## src/hdl/adsr_pkg.sv

```systemverilog
// ----------------------------------------------------------------------------
// adsr_pkg
// Shared types and constants for the linear ADSR envelope generator.
// ----------------------------------------------------------------------------
`default_nettype none

package adsr_pkg;

  // Level format: 1.16 fixed point, full scale is 1.0
  localparam int unsigned LEVEL_W    = 17;
  localparam int unsigned FRAC_W     = 16;
  localparam int unsigned PHASE_W    = 3;
  localparam int unsigned CFG_TICK_W = 16;
  localparam int unsigned CFG_IDX_W  = 2;
  localparam int unsigned CFG_DATA_W = 17;
  localparam int unsigned TICK_BITS_DEF = 16;

  localparam logic [LEVEL_W-1:0] FULL_SCALE = LEVEL_W'(65536);

  // Ramp fraction is at most 1.0, so the quotient needs FRAC_W+1 bits
  localparam int unsigned QUO_W     = FRAC_W + 1;
  localparam int unsigned DIV_STEPS = QUO_W;
  localparam int unsigned CNT_W     = $clog2(DIV_STEPS);

  // Configuration register indexes
  localparam logic [CFG_IDX_W-1:0] REG_ATTACK  = 2'd0;
  localparam logic [CFG_IDX_W-1:0] REG_DECAY   = 2'd1;
  localparam logic [CFG_IDX_W-1:0] REG_RELEASE = 2'd2;
  localparam logic [CFG_IDX_W-1:0] REG_SUSTAIN = 2'd3;

  typedef enum logic [PHASE_W-1:0] {
    PH_OFF     = 3'd0,
    PH_ATTACK  = 3'd1,
    PH_DECAY   = 3'd2,
    PH_SUSTAIN = 3'd3,
    PH_RELEASE = 3'd4
  } phase_t;

  // Sequencer states
  typedef enum logic [2:0] {
    ST_IDLE,
    ST_DIV,
    ST_MUL,
    ST_ADD,
    ST_FIN
  } state_t;

endpackage

`default_nettype wire

```

## src/hdl/adsr_envelope_generator.sv

```systemverilog
// ----------------------------------------------------------------------------
// adsr_envelope_generator
// Linear ADSR envelope: one gate sample in, one 1.16 level and phase out.
// ----------------------------------------------------------------------------
// Usage:
//   in_valid/in_ready carries one sample tick with its gate level. Each
//   transaction produces exactly one result on out_valid/out_ready (level in
//   1.16, 65536 = 1.0, and the phase after the step).
//   cfg_valid/cfg_ready writes attack, decay and release lengths (ticks) and
//   the sustain level; write only while the block is idle.
// Timing:
//   A step that lands on a ramp runs a 17-step restoring divider (one
//   quotient bit per cycle), then one multiply and one add; out_valid
//   rises with in_ready back high in that same cycle, and no new tick is
//   taken before that. Steps with no ramp (off, sustain, phase end) go from
//   accept straight to the finish state, then load the output register.
//   The divider sets the rate.
// Reset (rst_n, synchronous): phase off, level 0, all lengths 0, sustain
//   at full scale, no result pending.
// Stall: the result sits in an output register; the block takes the next
//   tick while it waits, and holds the following result until it drains.
// ----------------------------------------------------------------------------
`default_nettype none

module adsr_envelope_generator #(
  parameter int unsigned TICK_BITS = adsr_pkg::TICK_BITS_DEF
) (
  input  wire logic                               clk,
  input  wire logic                               rst_n,
  // configuration
  input  wire logic                               cfg_valid,
  output logic                                    cfg_ready,
  input  wire logic [adsr_pkg::CFG_IDX_W-1:0]     cfg_index,
  input  wire logic [adsr_pkg::CFG_DATA_W-1:0]    cfg_data,
  // input ticks
  input  wire logic                               in_valid,
  output logic                                    in_ready,
  input  wire logic                               in_gate,
  // results
  output logic                                    out_valid,
  input  wire logic                               out_ready,
  output logic [adsr_pkg::LEVEL_W-1:0]            out_level,
  output logic [adsr_pkg::PHASE_W-1:0]            out_phase
);

  import adsr_pkg::*;

  localparam int unsigned REM_W = TICK_BITS + 1;
  localparam int unsigned PROD_W = 2 * (LEVEL_W + 1);
  localparam logic [CNT_W-1:0] CNT_LAST = CNT_W'(DIV_STEPS - 1);

  // Configuration registers
  logic [CFG_TICK_W-1:0] attack_r, decay_r, release_r;
  logic [LEVEL_W-1:0]    sustain_r;

  // Envelope state
  phase_t                phase_r;
  logic [TICK_BITS-1:0]  el_r;
  logic [LEVEL_W-1:0]    start_r;
  logic [LEVEL_W-1:0]    last_r;

  // Sequencer and datapath
  state_t                state_r, state_nxt;
  logic [CNT_W-1:0]      cnt_r;
  logic [REM_W-1:0]      rem_r;
  logic [QUO_W-1:0]      quo_r;
  logic [TICK_BITS-1:0]  dur_r;
  logic [LEVEL_W-1:0]    from_r, to_r;
  logic signed [PROD_W-1:0] prod_r;
  logic [LEVEL_W-1:0]    lvl_r;

  // Output register
  logic                  out_valid_r;
  logic [LEVEL_W-1:0]    out_level_r;
  phase_t                out_phase_r;

  logic in_acc, out_free;
  assign in_acc   = in_valid && in_ready;
  assign out_free = !out_valid_r || out_ready;

  // --------------------------------------------------------------------------
  // Step decode: gate transitions, phase end and ramp setup
  // --------------------------------------------------------------------------
  logic [31:0]          att_ext, dec_ext, rel_ext;
  logic [TICK_BITS-1:0] dur_att, dur_dec, dur_rel;
  logic [LEVEL_W-1:0]   sust_eff;
  phase_t               ph_a, ph_n;
  logic [TICK_BITS-1:0] el_a, el_n, el_inc;
  logic [LEVEL_W-1:0]   start_a;
  logic [TICK_BITS-1:0] dur_sel;
  logic                 ramp_go;
  logic [LEVEL_W-1:0]   lvl_direct, from_n, to_n;

  assign att_ext  = 32'(attack_r);
  assign dec_ext  = 32'(decay_r);
  assign rel_ext  = 32'(release_r);
  assign dur_att  = att_ext[TICK_BITS-1:0];
  assign dur_dec  = dec_ext[TICK_BITS-1:0];
  assign dur_rel  = rel_ext[TICK_BITS-1:0];
  assign sust_eff = (sustain_r > FULL_SCALE) ? FULL_SCALE : sustain_r;

  always_comb begin
    ph_a    = phase_r;
    el_a    = el_r;
    start_a = start_r;
    if (in_gate && (phase_r == PH_OFF || phase_r == PH_RELEASE)) begin
      ph_a    = PH_ATTACK;
      el_a    = '0;
      start_a = last_r;
    end
    if (!in_gate && (phase_r == PH_ATTACK || phase_r == PH_DECAY ||
                     phase_r == PH_SUSTAIN)) begin
      ph_a    = PH_RELEASE;
      el_a    = '0;
      start_a = last_r;
    end
  end

  assign el_inc = el_a + 1'b1;

  always_comb begin
    ph_n       = ph_a;
    el_n       = el_a;
    dur_sel    = dur_att;
    ramp_go    = 1'b0;
    lvl_direct = '0;
    from_n     = start_a;
    to_n       = FULL_SCALE;
    unique case (ph_a)
      PH_ATTACK: begin
        dur_sel = dur_att;
        if (el_a >= dur_att) begin
          ph_n       = PH_DECAY;
          el_n       = '0;
          lvl_direct = FULL_SCALE;
        end else begin
          el_n    = el_inc;
          ramp_go = 1'b1;
        end
      end
      PH_DECAY: begin
        dur_sel = dur_dec;
        from_n  = FULL_SCALE;
        to_n    = sust_eff;
        if (el_a >= dur_dec) begin
          ph_n       = PH_SUSTAIN;
          lvl_direct = sust_eff;
        end else begin
          el_n    = el_inc;
          ramp_go = 1'b1;
        end
      end
      PH_SUSTAIN: begin
        lvl_direct = sust_eff;
      end
      PH_RELEASE: begin
        dur_sel = dur_rel;
        to_n    = '0;
        if (el_a >= dur_rel) begin
          ph_n = PH_OFF;
        end else begin
          el_n    = el_inc;
          ramp_go = 1'b1;
        end
      end
      default: begin
        lvl_direct = '0;
      end
    endcase
  end

  // --------------------------------------------------------------------------
  // Shared arithmetic: divider step, multiply, final add
  // --------------------------------------------------------------------------
  logic [REM_W-1:0] trial, rem_step;
  logic             ge;
  logic signed [LEVEL_W:0]   diff;
  logic signed [PROD_W-1:0]  prod_w, sum_w;

  // First step compares the numerator's integer part, later steps shift in 0
  assign trial    = (cnt_r == '0) ? rem_r : {rem_r[REM_W-2:0], 1'b0};
  assign ge       = (trial >= {1'b0, dur_r});
  assign rem_step = ge ? (trial - {1'b0, dur_r}) : trial;

  assign diff   = $signed({1'b0, to_r}) - $signed({1'b0, from_r});
  assign prod_w = $signed({1'b0, quo_r}) * diff;
  // Arithmetic shift gives the floor for a falling ramp
  assign sum_w  = PROD_W'($signed({1'b0, from_r})) + (prod_r >>> FRAC_W);

  // --------------------------------------------------------------------------
  // Sequencer next state
  // --------------------------------------------------------------------------
  always_comb begin
    state_nxt = state_r;
    unique case (state_r)
      ST_IDLE: if (in_acc) state_nxt = ramp_go ? ST_DIV : ST_FIN;
      ST_DIV:  if (cnt_r == CNT_LAST) state_nxt = ST_MUL;
      ST_MUL:  state_nxt = ST_ADD;
      ST_ADD:  state_nxt = ST_FIN;
      ST_FIN:  if (out_free) state_nxt = ST_IDLE;
      default: state_nxt = ST_IDLE;
    endcase
  end

  // Sequencer outputs
  always_comb begin
    in_ready  = (state_r == ST_IDLE);
    cfg_ready = 1'b1;
  end

  always_ff @(posedge clk) begin
    if (!rst_n) begin
      state_r <= ST_IDLE;
    end else begin
      state_r <= state_nxt;
    end
  end

  // Configuration writes
  always_ff @(posedge clk) begin
    if (!rst_n) begin
      attack_r  <= '0;
      decay_r   <= '0;
      release_r <= '0;
      sustain_r <= FULL_SCALE;
    end else if (cfg_valid && cfg_ready) begin
      unique case (cfg_index)
        REG_ATTACK:  attack_r  <= cfg_data[CFG_TICK_W-1:0];
        REG_DECAY:   decay_r   <= cfg_data[CFG_TICK_W-1:0];
        REG_RELEASE: release_r <= cfg_data[CFG_TICK_W-1:0];
        REG_SUSTAIN: sustain_r <= cfg_data[LEVEL_W-1:0];
        default: ;
      endcase
    end
  end

  // Envelope state: phase and tick count move at accept, level at finish
  always_ff @(posedge clk) begin
    if (!rst_n) begin
      phase_r <= PH_OFF;
      el_r    <= '0;
      start_r <= '0;
      last_r  <= '0;
    end else begin
      if (in_acc) begin
        phase_r <= ph_n;
        el_r    <= el_n;
        start_r <= start_a;
      end
      if (state_r == ST_FIN && out_free) begin
        last_r <= lvl_r;
      end
    end
  end

  // Datapath registers
  always_ff @(posedge clk) begin
    unique case (state_r)
      ST_IDLE: begin
        if (in_acc) begin
          cnt_r  <= '0;
          rem_r  <= {1'b0, el_n};
          quo_r  <= '0;
          dur_r  <= dur_sel;
          from_r <= from_n;
          to_r   <= to_n;
          lvl_r  <= lvl_direct;
        end
      end
      ST_DIV: begin
        cnt_r <= cnt_r + 1'b1;
        rem_r <= rem_step;
        quo_r <= {quo_r[QUO_W-2:0], ge};
      end
      ST_MUL: prod_r <= prod_w;
      ST_ADD: lvl_r  <= sum_w[LEVEL_W-1:0];
      default: ;
    endcase
  end

  // Output register
  always_ff @(posedge clk) begin
    if (!rst_n) begin
      out_valid_r <= 1'b0;
    end else if (state_r == ST_FIN && out_free) begin
      out_valid_r <= 1'b1;
    end else if (out_ready) begin
      out_valid_r <= 1'b0;
    end
  end

  always_ff @(posedge clk) begin
    if (state_r == ST_FIN && out_free) begin
      out_level_r <= lvl_r;
      out_phase_r <= phase_r;
    end
  end

  assign out_valid = out_valid_r;
  assign out_level = out_level_r;
  assign out_phase = out_phase_r;

  // --------------------------------------------------------------------------
  // Assertions
  // --------------------------------------------------------------------------
  a_level_range: assert property (@(posedge clk) disable iff (!rst_n)
    out_valid |-> out_level <= FULL_SCALE)
    else $error("envelope level above full scale");

  a_off_is_zero: assert property (@(posedge clk) disable iff (!rst_n)
    (out_valid && out_phase == PH_OFF) |-> out_level == '0)
    else $error("nonzero level in off phase");

  a_busy_after_accept: assert property (@(posedge clk) disable iff (!rst_n)
    (in_valid && in_ready) |=> !in_ready)
    else $error("accepted a transaction while busy");

  a_div_to_mul: assert property (@(posedge clk) disable iff (!rst_n)
    (state_r == ST_DIV && cnt_r == CNT_LAST) |=> state_r == ST_MUL)
    else $error("divider did not hand off to multiply");

endmodule

`default_nettype wire
```

## config.mk

```make
export PLATFORM = sky130hd
export DESIGN_NAME = adsr_envelope_generator
export DESIGN_NICKNAME = d
export VERILOG_FILES = /design/src/hdl/adsr_pkg.sv /design/src/hdl/adsr_envelope_generator.sv
export SDC_FILE = /design/constraint.sdc
export NUM_CORES = 1
export LEC_CHECK = 0
export ABC_AREA = 1
export BUFFER_PORTS_ARGS = -buffer_cell sky130_fd_sc_hd__buf_2
export CORE_UTILIZATION = 25
export DETAILED_ROUTE_END_ITERATION = 8
export GPL_TIMING_DRIVEN = 0
export SYNTH_ARGS = -nofsm -noshare
export SYNTH_HDL_FRONTEND = slang
export SYNTH_SLANG_ARGS = --single-unit
```

## constraint.sdc

```tcl
create_clock -name clk -period 11.15 [get_ports clk]
set_clock_uncertainty 0.1 [all_clocks]
set_input_delay 2.23 -clock clk [delete_from_list [all_inputs] [get_ports clk]]
set_output_delay 2.23 -clock clk [all_outputs]
set_load 0.05 [all_outputs]
```

==> results of run 1 <==
-- path summary, 6_finish.rpt --
kind / endpoint / startpoint / slack, ns / cells after the start
setup / recovery: prod_r[30]$_DFFE_PN_ / from_r[2]$_SDFFCE_PP0P_ / 1.96 / 27
hold / removal: out_level[10]$_DFFE_PP_ / lvl_r[10]$_DFFE_PP_ / 0.35 / 0
setup reg to reg: prod_r[30]$_DFFE_PN_ / from_r[2]$_SDFFCE_PP0P_ / 1.96 / 27
hold reg to reg: out_level[10]$_DFFE_PP_ / lvl_r[10]$_DFFE_PP_ / 0.35 / 0
-- registers in the layout, indices dropped and copies added (netlist names), 16 cells and up --
| register | flops |
|---|---|
| sustain_r | 17 |
| out_level | 17 |
| prod_r | 17 |
| quo_r | 17 |
| lvl_r | 17 |
| el_r | 16 |
| dur_rel | 16 |
| decay_r | 16 |
| to_r | 17 |
| from_r | 17 |
| rem_r | 17 |
| start_r | 17 |
| last_r | 17 |
| dur_r | 16 |
| attack_r | 16 |
-- layout make-up --
cell class	instances	area, um2
clock buffer	39	785
clock inverter	13	98.8
timing repair buffer	47	256
buffer	98	440
sequential	265	6740
inverter	657	2470
tap	1298	1620
fill	10899	72100
multi-input combinational	2164	15600
-- per-layer routing --
metal	share of wire	vias up
met5	0	-
met4	0.032	0
met3	0.062	113
met2	0.47	636
met1	0.44	10223
li1	-	10191
-- placed cells by master (no fill, tap or decap), types with 122 or more instances in the layout --
cell                       count
sky130_fd_sc_hd__nand2_1     681
sky130_fd_sc_hd__inv_1       637
sky130_fd_sc_hd__nor2_1      268
sky130_fd_sc_hd__fa_1        242
sky130_fd_sc_hd__ha_1        208
sky130_fd_sc_hd__a21oi_1     184
sky130_fd_sc_hd__o21ai_0     171
sky130_fd_sc_hd__edfxtp_1    143
sky130_fd_sc_hd__nand3_1     126
sky130_fd_sc_hd__dfxtp_1     122
-- through the flow --
| stage | area, um2 | std cells | worst slack [ns] |
|---|---|---|---|
| floorplan | 25300 | 3184 | 4.07 |
| global placement | 27100 | 4527 | 2.18 |
| detailed placement | 27100 | 4529 | 2.17 |
| CTS | 28000 | 4581 | 2.10 |
| global route | 28000 | 4581 | 1.61 |
| finish | 28000 | 4581 | 1.96 |
-- cell usage after synthesis, types with 9 or more instances --
cell type	n
sky130_fd_sc_hd__xor2_1	24
sky130_fd_sc_hd__nand4_1	23
sky130_fd_sc_hd__a31oi_1	11
sky130_fd_sc_hd__nor3_1	33
sky130_fd_sc_hd__nor2_2	10
sky130_fd_sc_hd__nand3b_1	14
sky130_fd_sc_hd__edfxtp_1	143
sky130_fd_sc_hd__buf_2	15
sky130_fd_sc_hd__xnor2_1	20
sky130_fd_sc_hd__o21ai_0	171
sky130_fd_sc_hd__a21o_1	10
sky130_fd_sc_hd__o221ai_1	15
sky130_fd_sc_hd__ha_1	208
sky130_fd_sc_hd__a21oi_1	184
sky130_fd_sc_hd__o21ai_1	11
sky130_fd_sc_hd__clkinv_1	9
sky130_fd_sc_hd__o211ai_1	18
sky130_fd_sc_hd__nor2_1	268
sky130_fd_sc_hd__inv_1	638
sky130_fd_sc_hd__dfxtp_1	122
sky130_fd_sc_hd__nand3_1	126
sky130_fd_sc_hd__nand2_1	681
sky130_fd_sc_hd__clkbuf_1	74
sky130_fd_sc_hd__nand2_2	9
sky130_fd_sc_hd__o21bai_1	12
sky130_fd_sc_hd__fa_1	242
sky130_fd_sc_hd__or2_2	10
-- cell families after synthesis --
kind of cell	count (synthesis)	share of synthesized area
DFF	265	0.267
other	1	0.000148
muxes	2	0.000793
adders and majority gates	450	0.295
and+or+nand+nor	1209	0.206
AOI/OAI and AO/OA	458	0.101
buffers and inverters	755	0.115
xor gates and xnor gates	44	0.0153
-- worst reg2reg max path: stages (launching register included) --
cell                       delay (ns)
sky130_fd_sc_hd__edfxtp_1        0.44
sky130_fd_sc_hd__inv_1           0.07
sky130_fd_sc_hd__ha_1            0.40
sky130_fd_sc_hd__a21oi_2         0.10
sky130_fd_sc_hd__o21ai_1         0.17
sky130_fd_sc_hd__nor2_1          0.09
sky130_fd_sc_hd__xnor2_1         1.15
sky130_fd_sc_hd__clkinv_1        0.81
sky130_fd_sc_hd__nor2_1          0.34
sky130_fd_sc_hd__fa_1            0.53
sky130_fd_sc_hd__fa_1            0.56
sky130_fd_sc_hd__inv_1           0.05
sky130_fd_sc_hd__fa_1            0.49
sky130_fd_sc_hd__inv_1           0.06
sky130_fd_sc_hd__fa_1            0.50
sky130_fd_sc_hd__fa_1            0.49
sky130_fd_sc_hd__inv_1           0.05
sky130_fd_sc_hd__fa_1            0.49
sky130_fd_sc_hd__inv_1           0.05
sky130_fd_sc_hd__ha_1            0.44
sky130_fd_sc_hd__nand2_1         0.12
sky130_fd_sc_hd__nor2_1          0.16
sky130_fd_sc_hd__nand2_1         0.09
sky130_fd_sc_hd__or2_2           0.29
sky130_fd_sc_hd__o21ai_0         0.50
sky130_fd_sc_hd__nand2_1         0.11
sky130_fd_sc_hd__nand2_1         0.10
sky130_fd_sc_hd__xor2_1          0.24
==> run_results.csv, run 1 <==
group,metric,value,unit
run_status,result_of_the_run,"complete, but fails checks",
run_status,failing_checks,"max-capacitance violations, max-slew violations",
clocking,clock-sinks,265,
grt,grt_util_all_layers,0.146,
floorplanning,floorplan.rows,116,
floorplanning,floorplan.die_area,0.102,mm2
synthesis,yosysWarnings,0,
layout,fin_util,0.280,
clocking,numCtsBuffers,29,
clocking,clock_slew_at_reported_path_ffs,0.06,ns
timing,clock.fmax,109,MHz
timing,maxSlewHeadroom,-0.0107,
clocking,tritoncts,"built",
clocking,cts_setup_buffers,0,
synthesis,ys_ff_latch,265,
setup_path,worst_path_most_repeated_cell,"sky130_fd_sc_hd__fa_1",
timing,period_minus_slack,9.19,ns
synthesis,synth_cell_types,60,
hold_path,timing.hold.worst.class,"reg -> reg",
synthesis,synthesis.area,0.0253,mm2
setup_path,cell_with_the_largest_stage_delay_on_the_worst_path,"sky130_fd_sc_hd__xnor2_1",
synthesis,yosysSeqAreaShare,0.267,
setup_path,setup_crit_start_kind,"flop",
place,finalWeightedCongestion,0.925,
timing,setup_repair_after_global_routing_missed_its_margin,"false",
floorplanning,boundaryPins,48,
setup_path,cp_max_fo,10,
route,final_wirelength,75100,um
floorplanning,height_of_the_chip,320,um
setup_path,worst-path-buf-inv,6,
grt,global_route.peak_usage_layer,"met2",
timing,final.period_utilization,0.824,
place,buffer_ports.inserted,45,
timing,final_hold_viol_count,0,
setup_path,timing.critical_path.to_type,"flop",
clocking,clock-root-buffer,"sky130_fd_sc_hd__clkbuf_16",
floorplanning,floorplan.die.width,320,um
clocking,cts.htree.levels,1,
route,drt_drc_violations_left,0,
grt,grt_pass1_vias,20692,
timing,total_count_of_max_transition_violations_in_the_final_report,9,
layout,num-nets-final,3737,
synthesis,synth_ff_type,"sky130_fd_sc_hd__edfxtp_1",
layout,inserted_diodes,0,
setup_path,cp_data_required_time,11.42,ns
setup_path,slowest_delay,1.15,ns
route,detail-route-antenna-nets,0,
grt,met3_demand_to_capacity_share_in_global_routing,0.0179,
route,first_iter_violations,1495,
setup_path,timing.critical_path.arrival,9.46,ns
clocking,clkLatencyLatePin,0.57,ns
floorplanning,initial_utilization,0.252,
timing,timing_worst_slew_pin_value,1.51,ns
layout,synthToLayoutAreaGrowth,11.0,%
route,drt_first_pass_iters,7,
synthesis,synthCells,3184,
route,wl_per_cell,16.4,um
job,cap_violations,1,
setup_path,timing_worst_setup_path_type,"reg -> reg",
place,dp_hpwl,60700,um
setup_path,critPathTopFamily,"adder cells",
grt,global_route.overflow_total,0,
grt,gr_util_met2,0.244,
synthesis,synthDominantCellAreaShare,0.192,
timing,report.final.setup_viol,0,
route,vias,21163,
synthesis,synth-async-reset-ratio,0,
layout,drive_gt1_frac,0.0560,
clocking,cts-resized-gates,0,
synthesis,top_area_cells_in_the_synthesized_netlist,"sky130_fd_sc_hd__fa_1, sky130_fd_sc_hd__edfxtp_1, sky130_fd_sc_hd__ha_1",
synthesis,postSynthAreaPerCell,7.93,um2
grt,met1_track_utilization_from_global_routing,0.196,
grt,initial_antenna_violation_count,0,
timing,setup_total_negative_slack,0,ns
route,routed_via_density,4.62,
clocking,post_cts_hold_buffer_count,0,
synthesis,synthDominantAreaCellType,"sky130_fd_sc_hd__fa_1",
clocking,clock_tree.buffer_depth,3,
grt,first_pass_grt_wire_length,117000,um
grt,largest_net_degree_at_the_start_of_global_routing,60,
synthesis,synth-edff-count,143,
synthesis,mappedNetlistNets,3659,
floorplanning,placeableCoreArea,0.100,mm2
timing,finalHoldWorstSlack,0.346,ns
Power of run 1 is not shown: default switching activity piles up to over one toggle a cycle in this logic, so the estimate is an artifact.
==> run 2, diff against run 1 <==
Clock period 11.15 ns to 9 ns, I/O delays scaled along.
==> run 2 against run 1 <==
The run now ends clean; via count is 0.17% lower; critical path depth up 9; final cell count did not move; register-to-register slack worse by 1.2 ns; sequential cell count is the same; wire length is essentially flat; design area hardly changed; fmax is 11% higher; critical path type unchanged; die area did not move; worst hold slack hardly changed; largest cell class unchanged; sequential share of layout area barely moved.
==> run_results.csv, run 2 (synthesized netlist as in run 1, its figures left out) <==
group,metric,value,unit
timing,setup_repair_after_global_routing_missed_its_margin,"false",
route,wl_per_cell,16.4,um
job,cap_violations,0,
grt,largest_net_degree_at_the_start_of_global_routing,60,
route,first_iter_violations,1500,
timing,report.final.setup_viol,0,
hold_path,timing.hold.worst_path_depth,0,
place,dpl_worst_slack,0.0182,ns
grt,initial_antenna_violation_count,0,
setup_path,slowest_delay,0.54,ns
floorplanning,floorplan.die.width,320,um
clocking,cts.htree.levels,1,
floorplanning,floorplan.die_area,0.102,mm2
grt,grt_pass1_vias,20692,
clocking,clock_slew_at_reported_path_ffs,0.06,ns
floorplanning,initial_utilization,0.252,
setup_path,setup_crit_start_kind,"flop",
route,drt_drc_violations_left,0,
route,final_wirelength,75200,um
route,drt_first_pass_iters,6,
timing,clock.fmax,121,MHz
floorplanning,placeableCoreArea,0.100,mm2
route,routed_via_density,4.61,
place,finalWeightedCongestion,0.925,
route,detail-route-antenna-nets,0,
timing,final_hold_viol_count,0,
layout,drive_gt1_frac,0.0573,
setup_path,cp_max_fo,10,
timing,setup_total_negative_slack,0,ns
clocking,clock-root-buffer,"sky130_fd_sc_hd__clkbuf_16",
timing,period_minus_slack,8.28,ns
setup_path,cell_with_the_largest_stage_delay_on_the_worst_path,"sky130_fd_sc_hd__fa_1",
place,dp_hpwl,60700,um
layout,num-nets-final,3737,
floorplanning,boundaryPins,48,
setup_path,worst_path_most_repeated_cell,"sky130_fd_sc_hd__nand2_1",
layout,synthToLayoutAreaGrowth,11.1,%
place,buffer_ports.inserted,45,
route,vias,21126,
grt,global_route.overflow_total,0,
setup_path,timing.critical_path.arrival,8.55,ns
timing,finalHoldWorstSlack,0.346,ns
layout,layout.cells.most_common_list,"sky130_fd_sc_hd__nand2_1, sky130_fd_sc_hd__inv_1, sky130_fd_sc_hd__nor2_1",
clocking,clock-sinks,265,
clocking,tritoncts,"built",
setup_path,cp_data_required_time,9.27,ns
timing,layout_setup_ws,0.722,ns
layout,final_common_cell,"sky130_fd_sc_hd__nand2_1",
timing,final.period_utilization,0.920,
run_status,result_of_the_run,"finished clean",
floorplanning,height_of_the_chip,320,um
hold_path,timing.hold.worst.class,"reg -> reg",
clocking,clkLatencyLatePin,0.57,ns
grt,first_pass_grt_wire_length,117000,um
floorplanning,floorplan.rows,116,
timing,total_count_of_max_transition_violations_in_the_final_report,0,
clocking,numCtsBuffers,29,
layout,inserted_diodes,0,
timing,maxSlewHeadroom,0.392,
setup_path,timing.critical_path.to_type,"flop",
timing,timing_worst_slew_pin_value,0.912,ns
grt,grt_util_all_layers,0.146,
clocking,clock_tree.buffer_depth,3,
setup_path,rr_worst_depth,36,
setup_path,timing_worst_setup_path_type,"reg -> reg",
run 2: cell types whose count changed in the layout (fill, tap and decap cells not counted):
cell / before / now
sky130_fd_sc_hd__xnor2_1: 20 / 18
sky130_fd_sc_hd__inv_2: 9 / 10
sky130_fd_sc_hd__xnor2_2: 0 / 2
sky130_fd_sc_hd__inv_1: 637 / 636
sky130_fd_sc_hd__o21ai_2: 2 / 3
sky130_fd_sc_hd__o21ai_0: 171 / 170
run 2: final timing paths:
check / from / to / slack [ns]
worst max-delay path: from_r[0]$_SDFFCE_PP0P_ / prod_r[30]$_DFFE_PN_ / 0.72
worst min-delay path: lvl_r[10]$_DFFE_PP_ / out_level[10]$_DFFE_PP_ / 0.35
worst max register to register: from_r[0]$_SDFFCE_PP0P_ / prod_r[30]$_DFFE_PN_ / 0.72
worst min register to register: lvl_r[10]$_DFFE_PP_ / out_level[10]$_DFFE_PP_ / 0.35
run 2: critical path, delay by kind of cell, from the launching register on:
kind	cells	cell delay (ns)
DFF	1	0.45
adders and majority gates	9	4.14
and+or+nand+nor	13	1.54
xor gates and xnor gates	1	0.24
buffers and inverters	10	1.02
AOI/OAI and AO/OA	3	0.58
run 2: metal layers:
| metal | vias to the layer above | share of wire | track usage |
|---|---|---|---|
| li1 | 10192 | - | - |
| met1 | 10201 | 0.44 | 0.196 |
| met2 | 624 | 0.47 | 0.244 |
| met3 | 109 | 0.062 | 0.0179 |
| met4 | 0 | 0.032 | 0.0477 |
| met5 | - | 0 | 0 |
run 2: per-stage QoR:
| stage | instance area (um2) | util | std cells |
|---|---|---|---|
| floorplan | 25300 | - | 3184 |
| global placement | 27100 | 0.271 | 4527 |
| detailed placement | 27100 | 0.271 | 4529 |
| CTS | 28000 | 0.280 | 4581 |
| global route | 28100 | 0.280 | 4581 |
| finish | 28100 | 0.280 | 4581 |
run 2: area by class of cell:
type                            count  area [um2]
Fill cell                       10894       72100
Timing Repair Buffer               47         256
Clock inverter                     13        98.8
Clock buffer                       39         785
Multi-Input combinational cell   2164       15600
Sequential cell                   265        6740
Tap cell                         1298        1620
Buffer                             98         440
Inverter                          657        2470
run 2: what timing repair did:
item	CTS	global route
endpoints found under the hold margin	0	0
pin swaps	0	0
setup endpoints to repair	1	4
cloned	0	0
gates resized for setup	1	4
setup buffers	0	0
hold buffers	0	0
Power of run 2 is left out for the same reason.
